File: config.mk
export PLATFORM = sky130hd
export DESIGN_NAME = tpc_sqrt_cell
export DESIGN_NICKNAME = d
export VERILOG_FILES = /design/src/hw/rtl/tpc_pkg.sv /design/src/hw/rtl/tpc_sqrt_cell.sv
export SDC_FILE = /design/constraint.sdc
export NUM_CORES = 1
export LEC_CHECK = 0
export ABC_AREA = 1
export BUFFER_PORTS_ARGS = -buffer_cell sky130_fd_sc_hd__clkbuf_2
export CAP_MARGIN = 20
export CORE_MARGIN = 3
export CORE_UTILIZATION = 49
export DETAILED_ROUTE_END_ITERATION = 6
export PLACE_DENSITY = 0.78
export SYNTH_ARGS = -nofsm -noshare
export SYNTH_HDL_FRONTEND = slang
export SYNTH_SLANG_ARGS = --single-unit
export TNS_END_PERCENT = 100
File: constraint.sdc
create_clock -name clk -period 2 [get_ports clk]
set_input_delay 0.2 -clock clk [delete_from_list [all_inputs] [get_ports clk]]
set_output_delay 0.2 -clock clk [all_outputs]
set_load 0.01 [all_outputs]
File: src/hw/rtl/tpc_pkg.sv
package tpc_pkg;

  localparam int IN_FRAC     = 10;
  localparam int OUT_FRAC    = 16;
  localparam int SCALE_SHIFT = 2 * (IN_FRAC + OUT_FRAC + 1);

  typedef struct packed {
    logic degen;
    logic flat;
    logic neg;
    logic sat;
  } tpc_flags_t;

endpackage

File: src/hw/rtl/tpc_sqrt_cell.sv
module tpc_sqrt_cell
  import tpc_pkg::*;
#(
  parameter int RB = 62,
  parameter int MB = 31,
  parameter int K  = 0
) (
  input  logic          clk,
  input  logic          rst,
  input  logic          en,
  input  logic          valid_i,
  input  logic [RB-1:0] rem_i,
  input  logic [MB-1:0] m_i,
  input  tpc_flags_t    flags_i,
  output logic          valid_o,
  output logic [RB-1:0] rem_o,
  output logic [MB-1:0] m_o,
  output tpc_flags_t    flags_o
);

  logic [RB-1:0] trial;
  logic          ge;

  assign trial = (RB'(m_i) << (K + 1)) | (RB'(1) << (2 * K));
  assign ge    = (rem_i >= trial);

  always_ff @(posedge clk) begin
    if (rst) begin
      valid_o <= 1'b0;
    end else if (en) begin
      valid_o <= valid_i;
    end
  end

  always_ff @(posedge clk) begin
    if (en) begin
      rem_o   <= ge ? rem_i - trial : rem_i;
      m_o     <= ge ? (m_i | (MB'(1) << K)) : m_i;
      flags_o <= flags_i;
    end
  end

endmodule

==> flow_summary.json <==
{
  "status": "completed",
  "period_share_pct": 94.2,
  "htreeDepth": 3,
  "diodes": 0,
  "reg2reg_depth": 2,
  "ys_seq_elements": 98,
  "slew_violations": 0,
  "cts.sinks": 98,
  "wire_per_inst_um": 14.9,
  "dr.pass1.iters": 6,
  "gp_congestion": 1.01,
  "clockBufferDepth": 2,
  "netlist.top_cell.by_area": "edfxtp_1",
  "ir_drop_mv": 0.398,
  "via_per_inst": 4.93,
  "synth_nets": 1218,
  "yosysUniqueCellTypes": 37,
  "ys_warn_count": 0,
  "cts_setup_buffers": 0,
  "hpwl_um": 20200,
  "drv_cap": 0,
  "worstHoldEndpoint": "flags_o[0]$_DFFE_PP_",
  "p_int_mw": 4.36,
  "grt_pass1_wl_um": 37700,
  "grt_setup_unrepaired": "true",
  "setup_viol": 0,
  "grt_max_degree": 59,
  "ant_nets": 0,
  "cts_made_buffers": 9,
  "clockPowerShare_pct": 28.9,
  "antenna_found_initial": 0,
  "holdPathStages": 1,
  "cp.required_ns": 2.11,
  "async_reset_ff_share_pct": 0,
  "mostFrequentLayoutCell": "nand2_1",
  "tightest_slew_ns": 0.495,
  "ys_dominant_reg_cell": "edfxtp_1",
  "fin_setup_tns_ns": 0,
  "grt_usage_pct": 27.5,
  "r2r_start": "valid_o$_SDFFE_PP0P_",
  "grt_pass1_vias": 7486,
  "max_freq_mhz": 531,
  "netlist_instances": 1084,
  "r2r_slack_ns": 1.39,
  "fin_total_pwr_mw": 6.38,
  "pin_count": 199,
  "yosysSeqAreaShare_pct": 38.0,
  "regArea_mm2": 0.00293,
  "fillCellCount": 1350,
  "max-slew-margin-rel_pct": 66.8,
  "cts_root_buf": "clkbuf_16",
  "die-area_mm2": 0.0173,
  "final.min_clock_period_ns": 1.88,
  "grt_overflow": 0,
  "mostFrequentLayoutCells": "nand2_1, inv_1, clkbuf_2",
  "drt_iter0_drc": 800,
  "p_comb_share_pct": 30.4,
  "cts_tree": "yes",
  "synth_top_cell_area_share_pct": 37.8,
  "clock_latency_ns": 0.35,
  "crit_type": "in -> reg",
  "synth_edf_count": 97,
  "ys_top_cells_by_area": "edfxtp_1, nand2_1, inv_1",
  "synthesis.area_mm2": 0.00771,
  "io_buffers": 198,
  "power.density_mw_per_mm2": 616,
  "p_sw_mw": 2.02,
  "finalHoldViolCount": 0,
  "seqPwrFrac_pct": 40.7,
  "clk_pin_slew_ns": 0.07,
  "p_leak_nw": 5.27,
  "drcViolationCount": 0,
  "die_h_um": 131,
  "finalClockSkew_ns": 0,
  "cp-start-kind": "input pin",
  "via_count": 8018,
  "die_x_um": 131,
  "drive_gt1_share_pct": 31.7,
  "multi_input_area_mm2": 0.00403,
  "wirelength_um": 24300,
  "switching_share_pct": 31.7,
  "critical_path_arrival_ns": 1.99,
  "worstSetupEndpointType": "register",
  "synthToLayoutAreaGrowth_pct": 34.2,
  "postSynthAreaPerCell_um2": 7.11,
  "initial_core_util_pct": 50.4,
  "rows": 45,
  "worstHoldStart": "flags_i[0]",
  "hold_path_class": "in -> reg",
  "fin_nets": 1544,
  "r2r_end": "valid_o$_SDFFE_PP0P_",
  "critPathMaxFanout": 22,
  "core_mm2": 0.0153
}
==> cell type report <==
type	count	area share, %
clock buffer	10	2.21
multi-input combinational	766	39.0
sequential	98	28.3
timing repair buffer	324	19.5
clock inverter	6	0.701
inverter	211	7.73
tap	211	2.55
==> power groups by stage <==
| stage | sequential, mW | combinational [mW] | clock, mW |
|---|---|---|---|
| finish | 2.60 | 1.94 | 1.85 |
| global route | 2.62 | 2.12 | 1.93 |
| CTS | 2.60 | 1.88 | 1.86 |
| detailed placement | 2.64 | 1.87 | 0 |
| global placement | 2.63 | 1.83 | 0 |
| floorplan | 2.75 | 0.857 | 0 |
==> repair_timing <==
action,in CTS,in global routing
endpoints found under the hold margin,1,0
endpoints found under the setup margin,0,47
resized for setup,0,28
hold buffers,1,0
==> registers in the layout, summed over array words and instances (netlist names) <==
name	cells
flags_o	4
m_o	31
rem_o	62
valid_o	1
==> cells in the mapped netlist, types with 2 or more instances <==
library cell and count:
a21oi_1 26, a21oi_2 26, and2_1 2, buf_6 6
buf_8 2, edfxtp_1 97, ha_1 32, inv_1 198
inv_2 12, nand2_1 395, nand2_2 6, nand3_1 53
nand3b_1 5, nand4_1 10, nor2_1 101, nor2_2 8
nor2_4 2, nor3_1 22, nor3_2 2, o21ai_0 7
o21ai_1 2, o21ai_2 25, o21bai_1 4, xnor2_1 23
xor2_1 6
==> per-stage QoR <==
step	utilization, %	instance area (µm²)	hold slack (ns)	setup WS [ns]	cells
floorplan	-	7710	0.272	0.0655	1084
global placement	64.5	9880	0.358	-0.295	1609
detailed placement	64.5	9880	0.378	-0.315	1609
CTS	66.5	10200	0.00680	0.0562	1626
global route	67.6	10300	0.00659	-0.00907	1626
finish	67.6	10300	0.0172	0.116	1626
==> metal layers <==
layer / vias to the layer above / share of wire, % / GRT usage (%) / wire length (µm)
li1: 4045 / - / - / -
met1: 3615 / 43 / 37.0 / 10500
met2: 330 / 46 / 45.4 / 11200
met3: 28 / 8.4 / 5.40 / 2040
met4: 0 / 2.2 / 7.99 / 534
met5: - / 0 / 0 / 0
==> how the worst max path moves through the flow <==
stage                        from                   to
after CTS                 m_i[22]  rem_o[41]$_DFFE_PP_
final                      m_i[5]  rem_o[18]$_DFFE_PP_
after global routing       m_i[8]  rem_o[34]$_DFFE_PP_
after floorplan           m_i[30]   rem_o[7]$_DFFE_PP_
after global placement    m_i[20]  rem_o[41]$_DFFE_PP_
after detailed placement  m_i[22]  rem_o[41]$_DFFE_PP_
==> critical path, stage by stage <==
cell and delay, ns:
clkbuf_2 0.09, inv_1 0.04, ha_1 0.33, nand2_1 0.14, nor2_2 0.17, nand4_1 0.14
nor3_2 0.28, a21oi_2 0.11, nand2_4 0.11, inv_8 0.07, buf_12 0.16, nand2_1 0.09
o21ai_2 0.05
==> logic make-up after synthesis <==
group	Yosys count	synth area share [%]
xor gates and xnor gates	29	3.29
muxes	1	0.130
buffers and inverters	220	11.7
AOI/OAI and AO/OA	93	8.75
and+or+nand+nor	610	32.6
DFF	98	38.0
adders and majority gates	33	5.45
Power figures use the tool's default switching activity.
