$ cat src/hw/rtl/tpc_pkg.sv
package tpc_pkg;

  localparam int IN_FRAC     = 10;
  localparam int OUT_FRAC    = 16;
  localparam int SCALE_SHIFT = 2 * (IN_FRAC + OUT_FRAC + 1);

  typedef struct packed {
    logic degen;
    logic flat;
    logic neg;
    logic sat;
  } tpc_flags_t;

endpackage

$ cat src/hw/rtl/tpc_div_cell.sv
module tpc_div_cell
  import tpc_pkg::*;
#(
  parameter int WW    = 170,
  parameter int PW    = 105,
  parameter int QB    = 63,
  parameter int SHIFT = 0
) (
  input  logic          clk,
  input  logic          rst,
  input  logic          en,
  input  logic          valid_i,
  input  logic [WW-1:0] rem_i,
  input  logic [PW-1:0] prod_i,
  input  logic [QB-1:0] q_i,
  input  tpc_flags_t    flags_i,
  output logic          valid_o,
  output logic [WW-1:0] rem_o,
  output logic [PW-1:0] prod_o,
  output logic [QB-1:0] q_o,
  output tpc_flags_t    flags_o
);

  logic [WW-1:0] sh;
  logic          ge;

  assign sh = WW'(prod_i) << SHIFT;
  assign ge = (rem_i >= sh);

  always_ff @(posedge clk) begin
    if (rst) begin
      valid_o <= 1'b0;
    end else if (en) begin
      valid_o <= valid_i;
    end
  end

  always_ff @(posedge clk) begin
    if (en) begin
      rem_o   <= ge ? rem_i - sh : rem_i;
      q_o     <= ge ? (q_i | (QB'(1) << SHIFT)) : q_i;
      prod_o  <= prod_i;
      flags_o <= flags_i;
    end
  end

endmodule

$ cat config.mk
export PLATFORM = sky130hd
export DESIGN_NAME = tpc_div_cell
export DESIGN_NICKNAME = d
export VERILOG_FILES = /design/src/hw/rtl/tpc_pkg.sv /design/src/hw/rtl/tpc_div_cell.sv
export SDC_FILE = /design/constraint.sdc
export NUM_CORES = 1
export LEC_CHECK = 0
export BUFFER_PORTS_ARGS = -buffer_cell sky130_fd_sc_hd__buf_2
export CAP_MARGIN = 30
export CELL_PAD_IN_SITES_DETAIL_PLACEMENT = 1
export CELL_PAD_IN_SITES_GLOBAL_PLACEMENT = 2
export CORE_MARGIN = 10
export CORE_UTILIZATION = 31
export DETAILED_ROUTE_END_ITERATION = 8
export MAX_ROUTING_LAYER = met4
export PLACE_DENSITY_LB_ADDON = 0.1
export SLEW_MARGIN = 10
export SYNTH_ARGS = -nofsm -noshare
export SYNTH_HDL_FRONTEND = slang
export SYNTH_SLANG_ARGS = --single-unit
$ cat constraint.sdc
create_clock -name clk -period 5.2 [get_ports clk]
set_input_delay 1.04 -clock clk [delete_from_list [all_inputs] [get_ports clk]]
set_output_delay 1.04 -clock clk [all_outputs]
set_load 0.03 [all_outputs]
==> impl_metrics.ini, run 1 <==
[outcome]
status = finished, final reports clean

[floorplan]
rows = 95
die_area_mm2 = 0.0795
die_w_um = 282
start_util = 0.315
ios = 689
core_area_mm2 = 0.0676
die_h_um = 282

[yosys]
yosysMostFrequentCell = edfxtp_1
yosys.cell_types.count = 81
ys_seq_area_frac = 0.484
synthFlopType = edfxtp_1
synthTopCellsByArea = edfxtp_1, ha_1, a21oi_1
synth_edf_count = 342
yosys_register_bits = 343
yosysWarningCount = 0
yosysTopAreaCell = edfxtp_1
syn-instance-count = 2178
synth_top_area_share = 0.483
syn-cell-area_mm2 = 0.0213
syn_avg_cell_area_um2 = 9.77
async_reset_ff_frac = 0
synth_common_cells = edfxtp_1, a21oi_1, nor2_1
syn_nets = 2630

[clock_network]
clkTransAtPathRegs_ns = 0.06
cts_buffers = 42
cts_max_level = 2
cts_root_buf = clkbuf_16
cts_resized = 0
cts_hold_buf = 0
cts.path.max_buffers = 3
clk_latency_ns = 0.56
post_cts_buffers = 0
clock-sinks = 343
cts_tree = yes

[detailed_routing]
vias_per_cell = 5.20
vias = 20152
wl_per_cell_um = 27.2
drt_wl_total_mm = 105
dr.first_iter.drc_count = 1196
drc = 0
firstDrtPassIters = 5
ant_nets = 0

[setup_path]
crit_required_ns = 5.49
worst_setup_path_start_kind = primary input
end_kind = flop
path_class = primary input to flop
crit_chain = buf_2 > inv_1 > ha_1 > inv_1 > fa_1 > a211oi_1 > o211ai_1 > nand2_2 > a2111oi_4 > o2111ai_2 > a2111oi_4 > o21ai_2 > buf_4 > nand2_4 > buf_4 > and3_1 > o311ai_1 > xnor2_1
arrival_ns = 5.05
max_stage_delay_ns = 0.48
cp_max_fo = 40
slowest_stage = a2111oi_4

[grt]
grt_usage = 0.261
grt_pass1_vias = 21589
grt_overflow = 0
grt_start_max_net_pins = 90
antenna_found_initial = 32
grt_pass1_wl_mm = 150

[job]
drv_cap = 0

[finish]
multi_input_area_mm2 = 0.0101
final_net_count = 3393
regArea_mm2 = 0.0103
syn_to_final_growth_pct = 30.4
final_cells = 3872
final_util = 0.410
num-fill-cells = 8000
drive_above_1_share = 0.308

[timing]
tns_ns = 0
rsz0062_at_grt = false
finalHoldViolations = 0
drv_slew = 0
period_share = 0.916
tightestPinTransition_ns = 0.777
skew_ns = 0
slew_headroom = 0.469
period_needed_ns = 4.76
fmax_mhz = 210
setup_viol = 0

[place]
dp_hpwl_mm = 89.9
io_buffers = 688
place_congestion = 0.891
dp_cells = 3770

[pwr]
p_leak_nw = 11.7
p_per_area_mw_per_mm2 = 321
ir_worst_vdd_mv = 0.208
fin_total_pwr_mw = 8.92

[hold_path]
hold_path.class = flop to flop
-- final timing paths --
check / start / endpoint / slack, ns / cells past startpoint
worst max-delay path: rem_i[0] / rem_o[162] / 0.44 / 18
worst min-delay path: valid_o / valid_o / 0.49 / 2
worst max register to register: valid_o / valid_o / 4.63 / 2
worst min register to register: valid_o / valid_o / 0.49 / 2
-- per-layer routing --
metal  vias to the layer above  track usage  part of all wire
met1                      9871        0.311              0.41
met4                         0       0.0636             0.022
li1                       9561            -                 -
met3                       113       0.0642             0.073
met2                       607        0.439              0.49
met5                         -            -                 0
-- power breakdown --
| group | switching, mW | total, mW | internal, mW |
|---|---|---|---|
| Clock | 1.22 | 2.80 | 1.57 |
| Sequential | 0.0804 | 3.49 | 3.41 |
| Combinational | 1.82 | 2.63 | 0.817 |
| Total | 3.12 | 8.92 | 5.80 |
-- registers in the layout, indices dropped and copies added (netlist names) --
signal   count
valid_o      1
flags_o      4
rem_o      170
prod_o     105
q_o         63
-- placed cells by master, fill, tap and decap left out, types with 11 or more instances in the layout --
cell | synthesis | final
a211oi_1 | 18 | 18
a21o_1 | 58 | 58
a21oi_1 | 252 | 252
a31oi_1 | 12 | 12
and3_1 | 14 | 14
buf_2 | 33 | 687
buf_4 | 1 | 118
clkbuf_16 | 0 | 43
clkinv_1 | 0 | 12
diode_2 | 0 | 25
edfxtp_1 | 342 | 342
ha_1 | 105 | 105
inv_1 | 131 | 131
nand2_1 | 199 | 198
nand3_1 | 31 | 31
nand4_1 | 62 | 62
nor2_1 | 233 | 233
nor3_1 | 59 | 59
nor4_1 | 31 | 31
o21a_1 | 29 | 29
o21ai_0 | 100 | 100
o21ai_1 | 11 | 11
o21bai_1 | 30 | 30
o31ai_1 | 11 | 11
or2_2 | 18 | 18
or3_1 | 33 | 33
or4_1 | 16 | 16
xnor2_1 | 65 | 65
xor2_1 | 100 | 100
-- layout make-up --
class / count / share of cell area
timing repair buffer: 810 / 0.159
clock buffer: 52 / 0.0400
tap: 873 / 0.0394
multi-input combinational: 1613 / 0.364
antenna: 25 / 0.00225
inverter: 131 / 0.0177
sequential: 343 / 0.371
clock inverter: 25 / 0.00645
-- cell families (layout without fill, tap and decap cells) --
logic type	count (synthesis)	count (layout)	synth area share
AND/OR/NAND/NOR	752	752	0.172
AO/OA/AOI/OAI	588	588	0.171
flip-flops	343	343	0.484
buffers and inverters	222	1018	0.0418
XOR/XNOR	165	165	0.0679
adder cells (fa/ha/maj)	106	106	0.0627
multiplexers	2	2	0.00100
other	0	25	0
-- worst max-delay path, delay by kind of cell --
| family | cells | cell delay [ns] |
|---|---|---|
| compound gates | 7 | 1.88 |
| simple gates | 3 | 0.54 |
| buf+inv | 5 | 0.85 |
| fa+ha+maj | 2 | 0.51 |
| xor+xnor | 1 | 0.22 |
-- per-stage QoR --
stage	hold slack (ns)	instance area, um^2	setup slack (ns)
final	0.488	27800	0.435
after global routing	0.580	27700	0.124
after CTS	0.501	27700	0.444
after detailed placement	0.487	26400	-0.160
after global placement	0.471	26400	-0.242
after floorplan	0.630	21300	0.858
(Power assumes the default switching activity.)
==> run 2, diff against run 1 <==
Clock period 5.2 ns to 4.8 ns, I/O delays scaled along.
==> run 2 against run 1 <==
Critical path depth is 2 lower. Wire length is 2.0% higher. Sequential cell count stayed put. Sequential power is 8.3% higher. Largest cell class unchanged. Register-to-register slack worse by 0.40 ns. Highest routed layer unchanged. Core utilization is 1.4 points higher. Critical path type unchanged. Die area stayed put.
==> impl_metrics.ini, run 2 (synthesis gave the netlist of run 1 again) <==
[clock_network]
cts_root_buf = clkbuf_16
cts_hold_buf = 0
cts_max_level = 2
cts_buffers = 43
cts.path.max_buffers = 3
clk_latency_ns = 0.56
post_cts_buffers = 0
clkTransAtPathRegs_ns = 0.05
cts_tree = yes
cts_resized = 0
clock-sinks = 343

[setup_path]
crit_chain = buf_2 > inv_1 > ha_1 > a2111oi_0 > buf_4 > a211oi_1 > o21ai_0 > a211oi_2 > o21ai_0 > a21oi_1 > buf_4 > or4b_2 > nand2_1 > o21ai_0 > a211oi_2 > xor2_1
slowest_stage = or4b_2
crit_required_ns = 5.11
end_kind = flop
worst_setup_path_start_kind = primary input
cpMostUsedCell = o21ai_0
cp_max_fo = 3
max_stage_delay_ns = 0.65
arrival_ns = 4.92
path_class = primary input to flop
cp_num_buf_inv = 4
path_delay_family = compound AO/OA/AOI/OAI gates

[detailed_routing]
dr.first_iter.drc_count = 1272
drt_wl_total_mm = 107
vias = 20649
ant_nets = 0
firstDrtPassIters = 5
vias_per_cell = 5.19
wl_per_cell_um = 27.0
drc = 0

[floorplan]
die_area_mm2 = 0.0795
start_util = 0.315
core_area_mm2 = 0.0676
rows = 95
ios = 689
die_h_um = 282
die_w_um = 282

[place]
place_congestion = 0.937
io_buffers = 688
dp_cells = 3886
dp_hpwl_mm = 91.8
post-place-ws_ns = -0.513

[pwr]
p_clk_frac = 0.322
p_per_area_mw_per_mm2 = 346
fin_total_pwr_mw = 9.94
swShare = 0.345
p_switching_mw = 3.43
p_leak_nw = 12.4
p_comb_frac = 0.298
ir_worst_vdd_mv = 0.283
p_int_mw = 6.51
sequentialPowerShare = 0.381

[finish]
final_common_cell = buf_2
regMostFlops = rem_o
layout_common_cells = buf_2, edfxtp_1, a21oi_1
syn_to_final_growth_pct = 34.9
drive_above_1_share = 0.336
largest_reg_flops = 170
final_cells = 3975
final_net_count = 3510
top_regs = rem_o x170, prod_o x105, q_o x63

[grt]
grt_pass1_vias = 22194
grt_pass1_wl_mm = 154
grt_overflow = 0
grt_usage = 0.266
grt_start_max_net_pins = 99
antenna_found_initial = 16

[timing]
period_share = 0.960
finalHoldViolations = 0
tightestPinTransition_ns = 0.857
fmax_mhz = 217
setup_viol = 0
layout_setup_ws_ns = 0.191
skew_ns = 0
drv_slew = 0
period_needed_ns = 4.61
rsz0062_at_grt = false
tns_ns = 0
slew_headroom = 0.414

[job]
drv_cap = 0

[hold_path]
hold_path.class = flop to flop

[outcome]
status = finished, final reports clean
==> run 2: cell types whose count changed in the layout (fill, tap and decap cells not counted), sizes merged <==
cell / previous run / this run
diode: 25 / 12
clkinv: 18 / 12
clkinvlp: 4 / 1
clkbuf: 52 / 60
buf: 810 / 926
inv: 133 / 132
bufinv: 1 / 3
==> run 2: power by group through the flow <==
stage                     logic [mW]  registers (mW)  clock network [mW]
after detailed placement        2.97            3.85                   0
after floorplan                0.980            4.50                   0
after global routing            3.18            3.82                3.39
after CTS                       2.99            3.79                3.28
after global placement          2.96            3.84                   0
final                           2.96            3.78                3.20
==> run 2: area by class of cell <==
type,instances,area (um^2)
well taps,873,1090
inverters,131,492
fillers,7868,38900
clock inverters,17,194
multi-input cells,1613,10100
repair buffers,926,5330
flip-flops and latches,343,10300
diodes,12,30.0
clock buffers,60,1160
==> run 2: layer usage <==
metal / vias up / GRT usage / wire (um)
met1: 10233 / 0.323 / 45900
li1: 9775 / - / -
met3: 90 / 0.0557 / 6580
met4: 0 / 0.0396 / 1510
met5: - / - / 0
met2: 551 / 0.459 / 53400
==> run 2: final timing paths <==
| check | from | endpoint | slack, ns | cells past startpoint |
|---|---|---|---|---|
| hold reg to reg | valid_o | valid_o | 0.48 | 2 |
| hold / removal | valid_o | valid_o | 0.48 | 2 |
| setup reg to reg | valid_o | valid_o | 4.23 | 2 |
| setup / recovery | prod_i[4] | rem_o[167] | 0.19 | 16 |
==> run 2: through the flow <==
stage | util | hold WS (ns) | cell area, um^2
2_1_floorplan | - | 0.630 | 21300
3_3_place_gp | 0.404 | 0.471 | 27300
3_5_place_dp | 0.404 | 0.480 | 27300
4_1_cts | 0.424 | 0.494 | 28700
5_1_grt | 0.424 | 0.520 | 28700
6_report | 0.424 | 0.484 | 28700
==> run 2: worst register-to-register path: stages (launching register included) <==
cell     delay (ns)
dfxtp_1        0.30
mux2i_1        0.12
nor2_1         0.05
